[src/psrq_ram.sv]
// Generic single-clock RAM with one write port and one registered read port.
module psrq_ram #(
   parameter int WIDTH = 8,
   parameter int DEPTH = 16
) (
   input  logic                     clock,
   input  logic                     wr_en,
   input  logic [$clog2(DEPTH)-1:0] wr_addr,
   input  logic [WIDTH-1:0]         wr_data,
   input  logic                     rd_en,
   input  logic [$clog2(DEPTH)-1:0] rd_addr,
   output logic [WIDTH-1:0]         rd_data
);

   logic [WIDTH-1:0] mem_ff [DEPTH];
   logic [WIDTH-1:0] rd_data_ff;

   // Write the entry, register the read data
   always_ff @(posedge clock) begin
      if (wr_en) begin
         mem_ff[wr_addr] <= wr_data;
      end
      if (rd_en) begin
         rd_data_ff <= mem_ff[rd_addr];
      end
   end

   assign rd_data = rd_data_ff;

endmodule

[config.mk]
export PLATFORM = sky130hd
export DESIGN_NAME = psrq_ram
export DESIGN_NICKNAME = d
export VERILOG_FILES = /design/src/psrq_ram.sv
export SDC_FILE = /design/constraint.sdc
export NUM_CORES = 1
export LEC_CHECK = 0
export BUFFER_PORTS_ARGS = -buffer_cell sky130_fd_sc_hd__buf_4
export CAP_MARGIN = 20
export CORE_ASPECT_RATIO = 2
export CORE_MARGIN = 3
export CORE_UTILIZATION = 25
export DETAILED_ROUTE_END_ITERATION = 10
export GPL_TIMING_DRIVEN = 1
export PLACE_DENSITY_LB_ADDON = 0.25
export REMOVE_ABC_BUFFERS = 1
export SLEW_MARGIN = 20
export SYNTH_ARGS = -nofsm -noshare
export SYNTH_HDL_FRONTEND = slang
export SYNTH_SLANG_ARGS = --single-unit
[constraint.sdc]
create_clock -name clock -period 2.3 [get_ports clock]
set_input_delay 0.115 -clock clock [delete_from_list [all_inputs] [get_ports clock]]
set_output_delay 0.115 -clock clock [all_outputs]
set_load 0.03 [all_outputs]
==> flow_summary.ini <==
[outcome]
status = complete, no violations

[cts]
clock-sinks = 136
clk_path_buf_depth = 2
cts_root_buf = clkbuf_16
clk_pin_slew_ns = 0.06
cts_setup_buffers = 0
cts_tree = built
cts_buffers = 17
clk_latency_ns = 0.41
cts_htree_levels = 4

[critical_path]
crit_arrival_ns = 1.69
worstSetupPathType = flop to flop
slowest_stage = mux4_1
regToRegSetupSlack_ns = 0.75
reg2reg_to = rd_data[5]
reg2reg_depth = 3
slowest_delay_ns = 0.51
path_cells = mux4_1 -> a22oi_1 -> nand2_1
cp-start-kind = flop
crit_path_end_kind = flop
crit_required_ns = 2.44
path_max_fanout = 1
r2r-start = mem_ff[9][5]

[logic_synthesis]
yosysMostFrequentCell = edfxtp_1
netlist_instances = 229
synth_edf_count = 136
synthFlopType = edfxtp_1
syn_avg_cell_area_um2 = 22.8
async_reset_ff_share_pct = 0
synth.distinct_cells = 18
synth_area_leader_cell = edfxtp_1
yosysWarnings = 0
synthTopCellsByArea = edfxtp_1, mux4_2, mux4_1, a22oi_1, nor2_1
yosys-top-cells-count = edfxtp_1, mux4_2, a22oi_1
netlist_area_um2 = 5230
netlist.area_leader.share_pct = 78.1
yosysSeqAreaShare_pct = 78.1
ys_ff_latch = 136

[hold_path]
hold_path_startpoint = wr_data[0]
hp-class = input pin to flop
hold_depth = 1
whs_endpoint = mem_ff[4][0]

[global_routing]
grt_max_degree = 33
grt_pass1_wl_mm = 16.7
grt_pass1_vias = 2630
grt-ovfl-total = 0
antenna_found_initial = 0
track_usage_pct = 10.6

[timing]
finalCritPeriodShare_pct = 67.4
hold_violations = 0
slew_violations = 0
fin_setup_tns_ns = 0
finalSetupViolCount = 0
finClkSkew_ns = 0.00585
max_freq_mhz = 645
fin_crit_ns = 1.55
rsz0062_at_grt = false
worst_slew_margin_rel_pct = 51.4
worstMarginPinSlew_ns = 0.728

[placed_design]
gp_congestion = 0.703
io_buffers = 26
dp_hpwl_mm = 7.40

[final_layout]
antennaDiodeCount = 0
drive_above_1_share_pct = 29.5
syn2layout_area_growth_pct = 22.3
fin_nets = 302

[power_and_ir_drop]
p_leak_nw = 2.11
power_mw = 5.72
vdd_drop_max_v = 0.000328
power.density_nw_per_um2 = 895

[floorplan]
ios = 27
core_um2 = 20500
die_w_um = 108
initial_core_util_pct = 25.5
rows = 74
die_h_um = 211
die_area_um2 = 22800

[routing]
ant_nets = 0
vias = 2425
vias_per_cell = 4.32
drt_wl_total_mm = 11.2
dr.pass1.iters = 4
drc = 0
drtIter0Drc = 115
wl_per_cell_um = 20.0

[flow_run]
drv_cap = 0
## report_power, final
part / internal (mW) / switching, mW / total (mW)
logic: 0.123 / 0.174 / 0.297
clock network: 1.68 / 0.941 / 2.62
registers: 2.79 / 0.0125 / 2.81
total: 4.60 / 1.13 / 5.72
## stage by stage
step                worst slack [ns]  cells  hold WS, ns  util (%)  area (µm²)
finish                         0.750    561       0.0320      31.3        6390
global placement               0.326    529        0.427      28.4        5820
global route                   0.647    561       0.0262      31.3        6390
detailed placement             0.339    529        0.432      28.4        5820
CTS                            0.665    561       0.0208      31.3        6390
floorplan                      0.692    219        0.214         -        5140
## state kept, by name (all words and copies together), names as in the netlist
register and cells:
mem_ff 128, rd_data 8
## layer usage
metal	global-route usage [%]	vias up	part of all wire [%]
li1	-	1084	-
met1	11.1	1267	36
met2	19.3	59	58
met3	2.97	15	3.8
met4	4.80	0	2.5
met5	0	-	0
## worst max-delay path by stage
stage,to,slack [ns],startpoint,cells past startpoint
after detailed placement,rd_data[5],0.34,rd_addr[0],5
after global placement,rd_data[5],0.33,rd_addr[0],5
after global routing,rd_data[0],0.65,mem_ff[5][0],3
after CTS,rd_data[0],0.66,mem_ff[5][0],3
final,rd_data[5],0.75,mem_ff[9][5],3
after floorplan,mem_ff[0][0],0.69,wr_addr[2],2
## worst max-delay path, delay by kind of cell (launching register included)
kind	cells	cell delay [ns]
multiplexers	1	0.51
flip-flops	1	0.35
AO/OA/AOI/OAI	1	0.31
AND/OR/NAND/NOR	1	0.12
## area by class of cell
class / instances / area [µm²]
Clock buffer: 20 / 437
Clock inverter: 11 / 131
Fill cell: 1942 / 14100
Multi-Input combinational cell: 83 / 1060
Sequential cell: 136 / 4080
Tap cell: 266 / 333
Timing Repair Buffer: 45 / 353
## what timing repair did
| item | in CTS | in global routing |
|---|---|---|
| hold buffers | 1 | 0 |
| hold endpoints to repair | 7 | 0 |
| resized for setup | 0 | 0 |
## logic make-up (layout without fill, tap and decap cells)
family	after synthesis	count (layout)	synth area share, %
flops	136	136	78.1
mux	32	32	14.8
simple gates	35	35	3.14
buf+inv	10	76	1.65
compound gates	16	16	2.30
## cells in the final DEF, fill, tap and decap left out, drive strengths merged
master       count
dlygate4sd3      1
a22oi           16
and2b            1
mux4            32
or3b             1
nand3b           2
bufinv           3
clkbuf          20
nand3            1
clkinvlp         1
nor3             4
clkinv           7
and2             1
nor2            13
nand2b           2
nor2b            1
edfxtp         136
buf             44
nand2            9
No activity file was read; power rests on OpenSTA's default activity.
